**config.mk**
```make
export PLATFORM = sky130hd
export DESIGN_NAME = hybrid_logical_clock
export DESIGN_NICKNAME = d
export VERILOG_FILES = /design/src/hlc_pkg.sv /design/src/hybrid_logical_clock.sv
export SDC_FILE = /design/constraint.sdc
export NUM_CORES = 1
export LEC_CHECK = 0
export BUFFER_PORTS_ARGS = -buffer_cell sky130_fd_sc_hd__clkbuf_2
export CAP_MARGIN = 0
export CORE_AREA = 2 2 183 275
export CTS_BUF_LIST = sky130_fd_sc_hd__clkbuf_4
export DETAILED_ROUTE_END_ITERATION = 12
export DIE_AREA = 0 0 185 277
export PLACE_DENSITY = 0.44
export SYNTH_ARGS = -nofsm -noshare
export SYNTH_HDL_FRONTEND = slang
export SYNTH_SLANG_ARGS = --single-unit
```
**constraint.sdc**
```tcl
create_clock -name clk -period 9.7 [get_ports clk]
set_clock_uncertainty 0.15 [all_clocks]
set_input_delay 1.94 -clock clk [delete_from_list [all_inputs] [get_ports clk]]
set_output_delay 1.94 -clock clk [all_outputs]
set_load 0.05 [all_outputs]
```
**src/hlc_pkg.sv**
```systemverilog
// ----------------------------------------------------------------------------
// hlc_pkg: shared types and constants for the hybrid logical clock
// Field widths, opcodes and the response record.
// ----------------------------------------------------------------------------
package hlc_pkg;

    localparam int OPCODE_W  = 2;
    localparam int LOGICAL_W = 42;
    localparam int COUNTER_W = 22;

    localparam logic [OPCODE_W-1:0] OP_BOOT   = 2'd0;
    localparam logic [OPCODE_W-1:0] OP_GET    = 2'd1;
    localparam logic [OPCODE_W-1:0] OP_ADJUST = 2'd2;

    localparam logic ST_OK      = 1'b0;
    localparam logic ST_REFUSED = 1'b1;

    typedef struct packed {
        logic [LOGICAL_W-1:0] logical;
        logic [COUNTER_W-1:0] counter;
        logic                 status;
    } rsp_t;

endpackage

```
**src/hybrid_logical_clock.sv**
```systemverilog
// ----------------------------------------------------------------------------
// hybrid_logical_clock: logical millisecond clock with tie-break counter
// Boot, get-next-timestamp and adjust-to-remote requests, one response each.
// ----------------------------------------------------------------------------
// Every request is finished in the cycle it is accepted: compares, an
// increment and a select on the clock registers, written into a response
// register. One request can be accepted every cycle while the skid entry
// is empty. A single skid entry takes one more request while a response
// is stalled; req_stall rises only when that entry is full. State widths
// follow LOGICAL_BITS and COUNTER_BITS; port fields keep fixed widths and
// are truncated or zero-extended at the boundary.
module hybrid_logical_clock #(
    parameter int LOGICAL_BITS = 42,
    parameter int COUNTER_BITS = 22
) (
    input  logic                          clk,
    input  logic                          rst_n,
    input  logic                          req_valid,
    output logic                          req_stall,
    input  logic [hlc_pkg::OPCODE_W-1:0]  opcode,
    input  logic [hlc_pkg::LOGICAL_W-1:0] wall_time_ms,
    input  logic [hlc_pkg::LOGICAL_W-1:0] remote_logical,
    input  logic [hlc_pkg::COUNTER_W-1:0] remote_counter,
    output logic                          rsp_valid,
    input  logic                          rsp_stall,
    output logic [hlc_pkg::LOGICAL_W-1:0] logical_out,
    output logic [hlc_pkg::COUNTER_W-1:0] counter_out,
    output logic                          status
);

    logic [LOGICAL_BITS-1:0] clock_logical_reg, clock_logical_next;
    logic [COUNTER_BITS-1:0] clock_counter_reg, clock_counter_next;
    logic                    initialized_reg, initialized_next;

    logic [63:0]             wall_ext, rlog_ext, rcnt_ext;
    logic [63:0]             log_ext, cnt_ext;
    logic [LOGICAL_BITS-1:0] wall;
    logic [LOGICAL_BITS-1:0] rlog;
    logic [COUNTER_BITS-1:0] rcnt;
    logic                    status_next;

    hlc_pkg::rsp_t rsp_new;
    hlc_pkg::rsp_t rsp_reg;
    hlc_pkg::rsp_t skid_reg;
    logic          rsp_valid_reg;
    logic          skid_valid_reg;
    logic          accept;
    logic          out_free;

    assign accept   = req_valid && !skid_valid_reg;
    assign out_free = !rsp_valid_reg || !rsp_stall;

    assign wall_ext = 64'(wall_time_ms);
    assign rlog_ext = 64'(remote_logical);
    assign rcnt_ext = 64'(remote_counter);
    assign wall     = wall_ext[LOGICAL_BITS-1:0];
    assign rlog     = rlog_ext[LOGICAL_BITS-1:0];
    assign rcnt     = rcnt_ext[COUNTER_BITS-1:0];

    always_comb
    begin
        clock_logical_next = clock_logical_reg;
        clock_counter_next = clock_counter_reg;
        initialized_next   = initialized_reg;
        status_next        = hlc_pkg::ST_OK;
        case (opcode)
            hlc_pkg::OP_BOOT:
            begin
                if (!initialized_reg)
                begin
                    clock_logical_next = wall;
                    clock_counter_next = '0;
                    initialized_next   = 1'b1;
                end
            end
            hlc_pkg::OP_GET:
            begin
                if (clock_logical_reg == '0)
                begin
                    status_next = hlc_pkg::ST_REFUSED;
                end
                else if (clock_logical_reg < wall)
                begin
                    clock_logical_next = wall;
                    clock_counter_next = '0;
                end
                else if (clock_counter_reg == '1)
                begin
                    clock_logical_next = clock_logical_reg + LOGICAL_BITS'(1);
                    clock_counter_next = '0;
                end
                else
                begin
                    clock_counter_next = clock_counter_reg + COUNTER_BITS'(1);
                end
            end
            hlc_pkg::OP_ADJUST:
            begin
                if ((rlog > clock_logical_reg) ||
                    ((rlog == clock_logical_reg) && (rcnt > clock_counter_reg)))
                begin
                    clock_logical_next = rlog;
                    clock_counter_next = rcnt;
                end
            end
            default:
            begin
                status_next = hlc_pkg::ST_OK;
            end
        endcase
    end

    assign log_ext         = 64'(clock_logical_next);
    assign cnt_ext         = 64'(clock_counter_next);
    assign rsp_new.logical = log_ext[hlc_pkg::LOGICAL_W-1:0];
    assign rsp_new.counter = cnt_ext[hlc_pkg::COUNTER_W-1:0];
    assign rsp_new.status  = status_next;

    always_ff @(posedge clk or negedge rst_n)
    begin
        if (!rst_n)
        begin
            clock_logical_reg <= '0;
            clock_counter_reg <= '0;
            initialized_reg   <= 1'b0;
            rsp_valid_reg     <= 1'b0;
            skid_valid_reg    <= 1'b0;
        end
        else
        begin
            if (accept)
            begin
                clock_logical_reg <= clock_logical_next;
                clock_counter_reg <= clock_counter_next;
                initialized_reg   <= initialized_next;
            end
            if (out_free)
            begin
                if (skid_valid_reg)
                begin
                    rsp_valid_reg  <= 1'b1;
                    skid_valid_reg <= 1'b0;
                end
                else
                begin
                    rsp_valid_reg <= accept;
                end
            end
            else if (accept)
            begin
                skid_valid_reg <= 1'b1;
            end
        end
    end

    always_ff @(posedge clk)
    begin
        if (out_free)
        begin
            if (skid_valid_reg)
            begin
                rsp_reg <= skid_reg;
            end
            else if (accept)
            begin
                rsp_reg <= rsp_new;
            end
        end
        else if (accept)
        begin
            skid_reg <= rsp_new;
        end
    end

    assign req_stall   = skid_valid_reg;
    assign rsp_valid   = rsp_valid_reg;
    assign logical_out = rsp_reg.logical;
    assign counter_out = rsp_reg.counter;
    assign status      = rsp_reg.status;

endmodule

```
* Yosys cells after proc, flatten, opt, wreduce, memory -nomap -nowiden
Index checks and enable logic that the tools add are counted.
** Word-level totals
- Register bits after elaboration :: 197
- Bits of input ports :: 112
** Operators by class
- $add $sub $neg :: 2
- Magnitude comparators :: 3
- Eq/ne operators :: 4
- Muxes and demuxes :: 19
- Bitwise operators :: 1
- Reduce and logical (&&, ||, !) cells :: 14
** Operator list (count)
- $mux W42 :: 5
- $mux W65 :: 2
- $pmux W42 S3 :: 1
- $mux W22 :: 5
- $pmux W22 S3 :: 1
- $add A42 B1 Y42 const B :: 1
- $eq A42 B42 Y1 :: 1
- $gt A42 B42 Y1 :: 1
- $logic_not A42 Y1 :: 1
- $lt A42 B42 Y1 :: 1
- $add A22 B1 Y22 const B :: 1
- $eq A22 B22 Y1 const B :: 1
- $gt A22 B22 Y1 :: 1
- $reduce_and A2 Y1 :: 3
- $mux W1 :: 5
- $reduce_bool A2 Y1 :: 2
- $logic_not A1 Y1 :: 3
- $eq A2 B1 Y1 const B :: 1
- $eq A2 B2 Y1 const B :: 1
- $logic_and A1 B1 Y1 :: 2
- $logic_not A2 Y1 :: 1
- $logic_or A1 B1 Y1 :: 2
- $not A1 Y1 :: 1

* Depth between registers and ports, before layout
Gate-level depths: netlist of run 1.
- Word-level depth :: 7
- Depth in mapped cells :: 14
- Gate-level depth less buffers :: 12

* Worst setup path before layout of run 1
No wires, ideal clock.
- Path kind :: input -> register
- From :: input port req_valid
- To :: register skid_reg[0] (netlist name), enable pin
- Arrival time :: 5203 ps
- Data required time :: 9062 ps
- Path slack :: 3858 ps
- Stages :: 4
- Buffers on the path :: 2
- Cells stage by stage :: nand2_1 clkbuf_1 clkbuf_1 nor2_1
** Between the ends
- Cells in the longest elaborated chain, start to end :: 2
** RTL lines
- from (decl) :: line hybrid_logical_clock.sv:18 : input logic req_valid,
- $logic_and A1 B1 Y1 :: line hybrid_logical_clock.sv:50 : assign accept = req_valid && !skid_valid_reg;
- $reduce_and A2 Y1 (no line)
- to (signal assigned) :: line hybrid_logical_clock.sv:171 : skid_reg <= rsp_new;
- to (decl) :: line hybrid_logical_clock.sv:44 : hlc_pkg::rsp_t skid_reg;
No other way between the ends.
A chain may end at the register's enable or synchronous reset.

* Worst setup path in the final report of run 1
- From :: input port remote_logical[40] (netlist name)
- To :: register rsp_reg (netlist bit logical_out[36]) (data pin)
** Between the ends
- Cells in the longest elaborated chain, start to end :: 7
** RTL lines
- from (decl) :: line hybrid_logical_clock.sv:22 : input logic [hlc_pkg::LOGICAL_W-1:0] remote_logical,
- branches (longest 2 deep; another with $gt A42 B42 Y1)
- $logic_or A1 B1 Y1 (*) :: line hybrid_logical_clock.sv:99 : if ((rlog > clock_logical_reg) ||
- $mux W42 (*) :: line hybrid_logical_clock.sv:99
- $pmux W42 S3 (*) :: line hybrid_logical_clock.sv:66 : case (opcode)
- $mux W65 (*) :: line hybrid_logical_clock.sv:164 : else if (accept)
- $mux W65 (*) :: line hybrid_logical_clock.sv:160 : if (skid_valid_reg)
- to (signal assigned) :: line hybrid_logical_clock.sv:162 : rsp_reg <= skid_reg;
- to (signal assigned) :: line hybrid_logical_clock.sv:166 : rsp_reg <= rsp_new;
- to (decl) :: line hybrid_logical_clock.sv:43 : hlc_pkg::rsp_t rsp_reg;
Mark *: on every way between the ends. The select of a mux whose other input is x is not followed.

==> key figures, run 1 <==
Status
  • Outcome: finished clean

Logic synthesis
  • Number of synthesized register bits: between 150 and 200
  • Net Count, Synth: approximately 1.8k
  • Leading area contributor after synthesis: edfxtp_1
  • Synth top area share: 0.2690
  • Post-Synthesis Cells: 1,622
  • YS warnings: 0
  • Synth cell types: 82
  • Top_reg_cell synth: edfxtp_1
  • Top cells by area, synth: edfxtp_1, dfrtp_1, ha_1, nand2_1, nor2_1
  • Avg Inst Size Synth: 8.948 µm²
  • Mapped Area: between 10,000 and 15,000 µm²
  • Ys async rst share: 0.3401
  • Post-synth EDFFs: 130
  • Sequential area share after synthesis: 0.3845

Pwr
  • Worst VDD drop: about 0.11 mV
  • Pint: roughly 1900 µW
  • Net Sw Power: between 1500 and 2000 µW
  • PD cells: 226.2 nW/µm²
  • Switch share: 0.4926
  • Combinational share of power: 0.487
  • Clock network fraction of design power: 0.133
  • Leakage: slightly below 0.007 µW
  • Sequential fraction of design power: 0.380

Routing
  • DRC: 0
  • Routed via count: ~14k
  • Vias per inst: 5.643
  • Wirelength per Cell: around 26 µm
  • Iter 0 DRT Violations: ~1.1k
  • Pre-Repair DR Iteration Count: 5
  • Antenna-violating nets left: 0
  • Drt total wl: 63,270 µm

Setup path
  • WP data arrival: between 6 and 7 ns
  • Critical path launch point type: primary input
  • WP data required: 9.99 ns
  • Critical path capture point type: register
  • CP max FO: 8
  • Critical path type: in2reg

Global route
  • Initial antenna violation count: 3
  • Pin count of the biggest net entering global routing: 61
  • Global-route wire length before repair: between 90,000 and 100,000 µm
  • Grt ovf: 0
  • Vias in the first global route: approximately 14k
  • Tot GR Track Use: 0.2461

Clock tree
  • CTS tree: built
  • H-tree depth: 4
  • Post-CTS Resized: 0
  • Clock latency on the worst-skew pair: 0.69 ns
  • Hold buffer count at CTS: 0
  • Clock Sinks: a little under 200
  • CTS max path bufs: 2
  • Clock Tree Root: clkbuf_4
  • Worst-path clk slew: approximately 0.2 ns
  • Number of setup buffers added after CTS: 0
  • CTS Buf Count: 17

Floorplan
  • Die Ht: ~280 µm
  • Core box area: about 49,000 µm²
  • IO Pins: approximately 180
  • Die W: roughly 190 µm
  • FP Rows: 100
  • Die ar.: 51,250 µm²
  • Initial Util: 0.2959

Placed design
  • RD Place Congestion: between 0.9 and 1
  • Detailed Place HPWL: ~47,000 µm
  • Pre-CTS WS: 2.571 ns
  • PortBufs: 178
  • Placed cell areas: 16,140 µm²

Job
  • Max-Cap Viols: 0

Final layout
  • Share of cells above drive strength 1: 0.1744
  • Max reg flops: 65
  • Layout Utilization: 0.3351
  • Final #Nets: 1,973
  • Finished Cell Area: roughly 16,000 µm²
  • P&R area growth vs syn: 13.23%

STA
  • Setup_tns: 0 ns
  • Worst setup margin: around 3.2 ns
  • Clock period minus worst slack: 6.465 ns
  • Final setup violation count: 0
  • Worst Max-Slew Pin Slew: around 1.4 ns
  • Achievable Freq: between 150 and 200 MHz
  • Final hold slack: approximately 0.41 ns
  • Slew margin rel.: 0.07007
  • RSZ-0062 raised after global routing: false
  • Slew Viols, Final: 0
  • Final worst-path cycle share: 0.6665
  • Final hold violation count: 0

Min path
  • Hold WC Path Type: reg2reg
[per-stage QoR]
stage          power, µW  std cells
2_1_floorplan       2617       1622
3_3_place_gp        3206       2397
3_5_place_dp        3220       2397
4_1_cts             3731       2429
5_1_grt             3963       2431
6_report            3717       2431
[worst max-delay path, cell delays in order]
cell and delay, ns:
clkbuf_2 0.15, ha_1 0.32, nand4_1 0.16, nor4_1 1.17, nand2_1 0.21, a31oi_1 0.72
inv_1 0.21, a21boi_1 0.68, buf_4 0.27, mux2_2 0.33, a221oi_1 0.46, a21oi_1 0.12
[power groups by stage]
stage / Combinational [µW] / Sequential (µW) / Clock [µW]
after detailed placement: 1800 / 1430 / 0
final: 1810 / 1410 / 494
after CTS: 1810 / 1410 / 515
after global placement: 1780 / 1420 / 0
after floorplan: 1180 / 1440 / 0
after global routing: 1990 / 1440 / 532
[kinds of logic (layout without fill, tap and decap cells)]
family / after synthesis / count (layout) / synth area share
AND/OR/NAND/NOR: 532 / 532 / 0.1735
AO/OA/AOI/OAI: 452 / 452 / 0.2130
XOR/XNOR: 42 / 42 / 0.02534
flip-flops: 197 / 197 / 0.3845
other: 0 / 2 / 0
adder cells (fa/ha/maj): 108 / 108 / 0.09310
buffers and inverters: 221 / 365 / 0.05974
multiplexers: 70 / 70 / 0.05086
[final timing paths]
path                                                        start  slack, ns  depth (start not counted)                           endpoint
min in group asynchronous                                   rst_n       1.06                          1  clock_logical_reg[14]$_DFFE_PN0P_
max in group asynchronous                                   rst_n       7.20                          2              req_stall$_DFFE_PN0P_
worst min register to register             skid_reg[29]$_DFFE_PP_       0.41                          2           logical_out[6]$_DFFE_PP_
worst min-delay path                       skid_reg[29]$_DFFE_PP_       0.41                          2           logical_out[6]$_DFFE_PP_
worst max register to register  clock_logical_reg[35]$_DFFE_PN0P_       3.78                         12          logical_out[36]$_DFFE_PP_
worst max-delay path                           remote_logical[40]       3.23                         12          logical_out[36]$_DFFE_PP_
[layout by cell type (no fill, tap or decap), types with 39 or more instances in the layout]
cell type  Yosys  layout
nor3_1        45      44
xnor2_1       42      42
nor2_1       145     140
ha_1         108     108
nand4_1       49      49
dfrtp_1       67      65
o21ai_0       96      93
clkbuf_2       0     177
a21oi_1      104     103
nand3_1       39      39
nand2_1      157     155
edfxtp_1     130     130
inv_1        120     120
mux2i_1       43      43
[metal layers]
metal  global-route usage  vias to the layer above  share of wire
met1               0.2957                     6760           0.40
met2               0.4338                      503           0.50
met3              0.02643                      130          0.046
met5                    0                        -              0
li1                     -                     6326              -
met4               0.1176                        0          0.050
[layout make-up]
cell class	count	area [µm²]
multi-input cells	1204	8124
clock inverters	14	158.9
flip-flops and latches	197	5583
clock buffers	18	135.1
fillers	5240	32610
diodes	2	5.005
well taps	663	829.5
inverters	122	457.9
repair buffers	211	1141
[cells in the mapped netlist, drive strengths merged, types with 6 or more instances]
cell type and instances:
o22a 11, xnor2 42, and3 9, or4 8, nor2 145, or2 6, o32ai 10, nor4 26
a211oi 20, a31oi 15, o211ai 13, o21ai 99, ha 108, a21o 13, nand2b 15, a2111oi 7
nand2 158, nand4 49, nor3 47, buf 27, mux2i 43, o41ai 6, a22oi 8, o21a 11
a21boi 7, a221o 21, a22o 13, nor2b 7, inv 121, dfrtp 67, o31ai 19, or3 6
nand3 40, mux2 27, o22ai 15, clkbuf 72, edfxtp 130, a21oi 104
(Power assumes the default switching activity.)
==> run 2: changes to the inputs <==
==> constraint.sdc (replaced) <==
create_clock -name clk -period 5.95 [get_ports clk]
set_clock_uncertainty 0.15 [all_clocks]
set_input_delay 1.19 -clock clk [delete_from_list [all_inputs] [get_ports clk]]
set_output_delay 1.19 -clock clk [all_outputs]
set_load 0.05 [all_outputs]
==> run 2 against run 1 <==
Against the previous run: register-to-register slack worse by 2.8 ns; clock power up 71%; worst hold slack worse by 0.10 ns; sequential power grew 61%; largest cell class unchanged; core utilization is 0.65 points higher; die area unchanged; non-clock buffer count up 35; critical path type is now reg2reg; sequential share of layout area fell by 0.64 points; power increased by 67%; clock-buffer cell count is 1 lower; final area rose by 1.9%; first-iteration DRC count rose by 5.5%.
==> key figures, run 2 (same netlist as run 1, synthesis figures left out) <==
Final layout
  • Finished Cell Area: 16,750 µm² (was 16,430 µm²)
  • Most frequent cells in the layout: clkbuf_2, nand2_1, nor2_1, edfxtp_1, inv_1 (unchanged)
  • Layout Utilization: 0.3415 (was 0.3351)
  • Most common cell after layout, fill and taps aside: clkbuf_2 (unchanged)
  • Final #Nets: 2,008 (was 1,973)
  • Max reg flops: 65 (unchanged)
  • Share of cells above drive strength 1: 0.1888 (was 0.1744)
  • P&R area growth vs syn: 15.41% (was 13.23%)

Pwr
  • Net Sw Power: 2989 µW (was 1831 µW)
  • Clock network fraction of design power: 0.136 (was 0.133)
  • Pint: 3218 µW (was 1886 µW)
  • Switch share: 0.4816 (was 0.4926)
  • Leakage: 0.007028 µW (was 0.006841 µW)
  • Sequential fraction of design power: 0.365 (was 0.380)
  • Tot Pwr: 6208 µW (was 3717 µW)
  • PD cells: 370.6 nW/µm² (was 226.2 nW/µm²)
  • Worst VDD drop: 0.1561 mV (was 0.1117 mV)
  • Combinational share of power: 0.499 (was 0.487)

Global route
  • Global-route wire length before repair: 93,770 µm (was 91,700 µm)
  • Vias in the first global route: 13.92k (was 13.65k)
  • GR Util met1: 0.2987 (was 0.2957)
  • Tot GR Track Use: 0.2516 (was 0.2461)
  • Grt ovf: 0 (unchanged)
  • Pin count of the biggest net entering global routing: 61 (unchanged)
  • Top Usage Layer GRT: met2 (unchanged)
  • Initial antenna violation count: 3 (unchanged)
  • Met2 Resource Use GR: 0.4375 (was 0.4338)
  • M3 GR Usage: 0.03814 (was 0.02643)

STA
  • Final hold violation count: 0 (unchanged)
  • Clock period minus worst slack: slightly below 5 ns
  • Slew margin rel.: 0.2050 (was 0.07007)
  • Final hold slack: 0.3037 ns (was 0.4082 ns)
  • Achievable Freq: approximately 200 MHz
  • Final worst-path cycle share: 0.8290
  • Final setup violation count: 0 (unchanged)
  • Slew Viols, Final: 0 (unchanged)
  • RSZ-0062 raised after global routing: false (unchanged)
  • Setup_tns: 0 ns (unchanged)
  • Worst Max-Slew Pin Slew: 1.178 ns (was 1.382 ns)

Routing
  • Vias per inst: 5.597 (was 5.643)
  • Pre-Repair DR Iteration Count: 6 (was 5)
  • Iter 0 DRT Violations: 1,146 (was 1,086)
  • DRC: 0 (unchanged)
  • Routed via count: 13.80k (was 13.72k)
  • Wirelength per Cell: 26.08 µm (was 26.03 µm)
  • Antenna-violating nets left: 0 (unchanged)
  • Drt total wl: 64,310 µm (was 63,270 µm)

Floorplan
  • IO Pins: 179 (unchanged)
  • Die W: 185 µm (unchanged)
  • Core box area: 49,050 µm² (unchanged)
  • Die ar.: 51,250 µm² (unchanged)
  • Initial Util: 0.2959 (unchanged)
  • Die Ht: 277 µm (unchanged)
  • FP Rows: 100 (unchanged)

Clock tree
  • Number of setup buffers added after CTS: 0 (unchanged)
  • Worst-path clk slew: 0.19 ns (was 0.20 ns)
  • H-tree depth: 4 (unchanged)
  • Hold buffer count at CTS: 0 (unchanged)
  • Clock Sinks: 197 (unchanged)
  • CTS Buf Count: 17 (unchanged)
  • CTS tree: built (unchanged)
  • Clock Tree Root: clkbuf_4 (unchanged)
  • Clock latency on the worst-skew pair: 0.73 ns (was 0.69 ns)
  • Post-CTS Resized: 0 (unchanged)
  • CTS max path bufs: 2 (unchanged)

Setup path
  • CP max FO: 17 (was 8)
  • Critical path capture point type: register (unchanged)
  • Bufs and invs on worst path: 2 (was 3)
  • Critical Path Slowest Stage Cell: o311ai_0 (was nor4_1)
  • WP data arrival: 5.29 ns (was 6.76 ns)
  • Worst path top cell family by delay: compound AO/OA/AOI/OAI gates (unchanged)
  • CP max stage delay: 0.99 ns (was 1.17 ns)
  • Worst-path cell chain: inv_1 -> ha_1 -> a21oi_1 -> o221a_2 -> nor2_1 -> o311ai_0 -> nand2_2 -> o211a_1 -> buf_4 -> a22oi_1 -> a21bo_2 -> mux2_2 (was clkbuf_2 -> ha_1 -> nand4_1 -> nor4_1 -> nand2_1 -> a31oi_1 -> inv_1 -> a21boi_1 -> buf_4 -> mux2_2 -> a221oi_1 -> a21oi_1)
  • Critical path launch point type: register (was primary input)
  • Critical path type: reg2reg (was in2reg)
  • WP data required: 6.31 ns (was 9.99 ns)

Status
  • Outcome: finished clean (unchanged)

Placed design
  • Detailed Place HPWL: 48,390 µm (was 46,620 µm)
  • RD Place Congestion: 0.9320 (was 0.9264)
  • Placed cell areas: 16,430 µm² (was 16,140 µm²)
  • PortBufs: 178 (unchanged)

Min path
  • Hold WC Path Type: in2async (was reg2reg)

Job
  • Max-Cap Viols: 0 (unchanged)
-- run 2: cell count changes in the layout (fill, tap and decap cells not counted), sizes merged --
| cell | delta |
|---|---|
| clkbuf | -1 |
| clkinvlp | +2 |
| buf | +35 |
| inv | -1 |
| clkinv | -2 |
| bufinv | +2 |
-- run 2: path summary, 6_finish.rpt --
check | start | to | slack [ns] | depth (start not counted)
hold / removal | rst_n | clock_logical_reg[16]$_DFFE_PN0P_ | 0.30 | 1
setup reg to reg | clock_counter_reg[5]$_DFFE_PN0P_ | counter_out[9]$_DFFE_PP_ | 1.02 | 12
hold reg to reg | skid_reg[53]$_DFFE_PP_ | logical_out[30]$_DFFE_PP_ | 0.40 | 2
setup / recovery | clock_counter_reg[5]$_DFFE_PN0P_ | counter_out[9]$_DFFE_PP_ | 1.02 | 12
min in group clk | skid_reg[53]$_DFFE_PP_ | logical_out[30]$_DFFE_PP_ | 0.40 | 2
max in group asynchronous | rst_n | clock_logical_reg[20]$_DFFE_PN0P_ | 4.29 | 2
-- run 2: layout make-up --
| type | count | area, µm² |
|---|---|---|
| Fill cell | 5231 | 32300 |
| Sequential cell | 197 | 5583 |
| Tap cell | 663 | 829.5 |
| Inverter | 122 | 457.9 |
| Clock buffer | 17 | 127.6 |
| Antenna cell | 2 | 5.005 |
| Clock inverter | 15 | 192.7 |
| Multi-Input combinational cell | 1204 | 8114 |
| Timing Repair Buffer | 246 | 1441 |
-- run 2: power groups by stage --
stage	logic, µW	clock network (µW)	registers, µW
floorplan	1930	0	2340
global placement	3050	0	2280
detailed placement	3070	0	2290
CTS	3090	889	2260
global route	3390	922	2310
finish	3100	846	2270
-- run 2: routing by layer --
| metal | vias up | share of wire |
|---|---|---|
| met5 | - | 0 |
| met2 | 536 | 0.50 |
| li1 | 6389 | - |
| met3 | 145 | 0.051 |
| met1 | 6731 | 0.40 |
| met4 | 0 | 0.049 |
-- run 2: metrics by stage --
step / std cells / setup slack (ns)
2_1_floorplan: 1622 / 0.8582
3_3_place_gp: 2432 / 0.6329
3_5_place_dp: 2432 / 0.5706
4_1_cts: 2464 / 1.208
5_1_grt: 2466 / 0.9960
6_report: 2466 / 1.017
-- run 2: worst register-to-register path, cell delays in order, from the launching register on --
cell and delay, ns:
dfrtp_1 0.59, inv_1 0.15, ha_1 0.32, a21oi_1 0.24
o221a_2 0.24, nor2_1 0.04, o311ai_0 0.99, nand2_2 0.29
o211a_1 0.63, buf_4 0.38, a22oi_1 0.21, a21bo_2 0.26
mux2_2 0.25
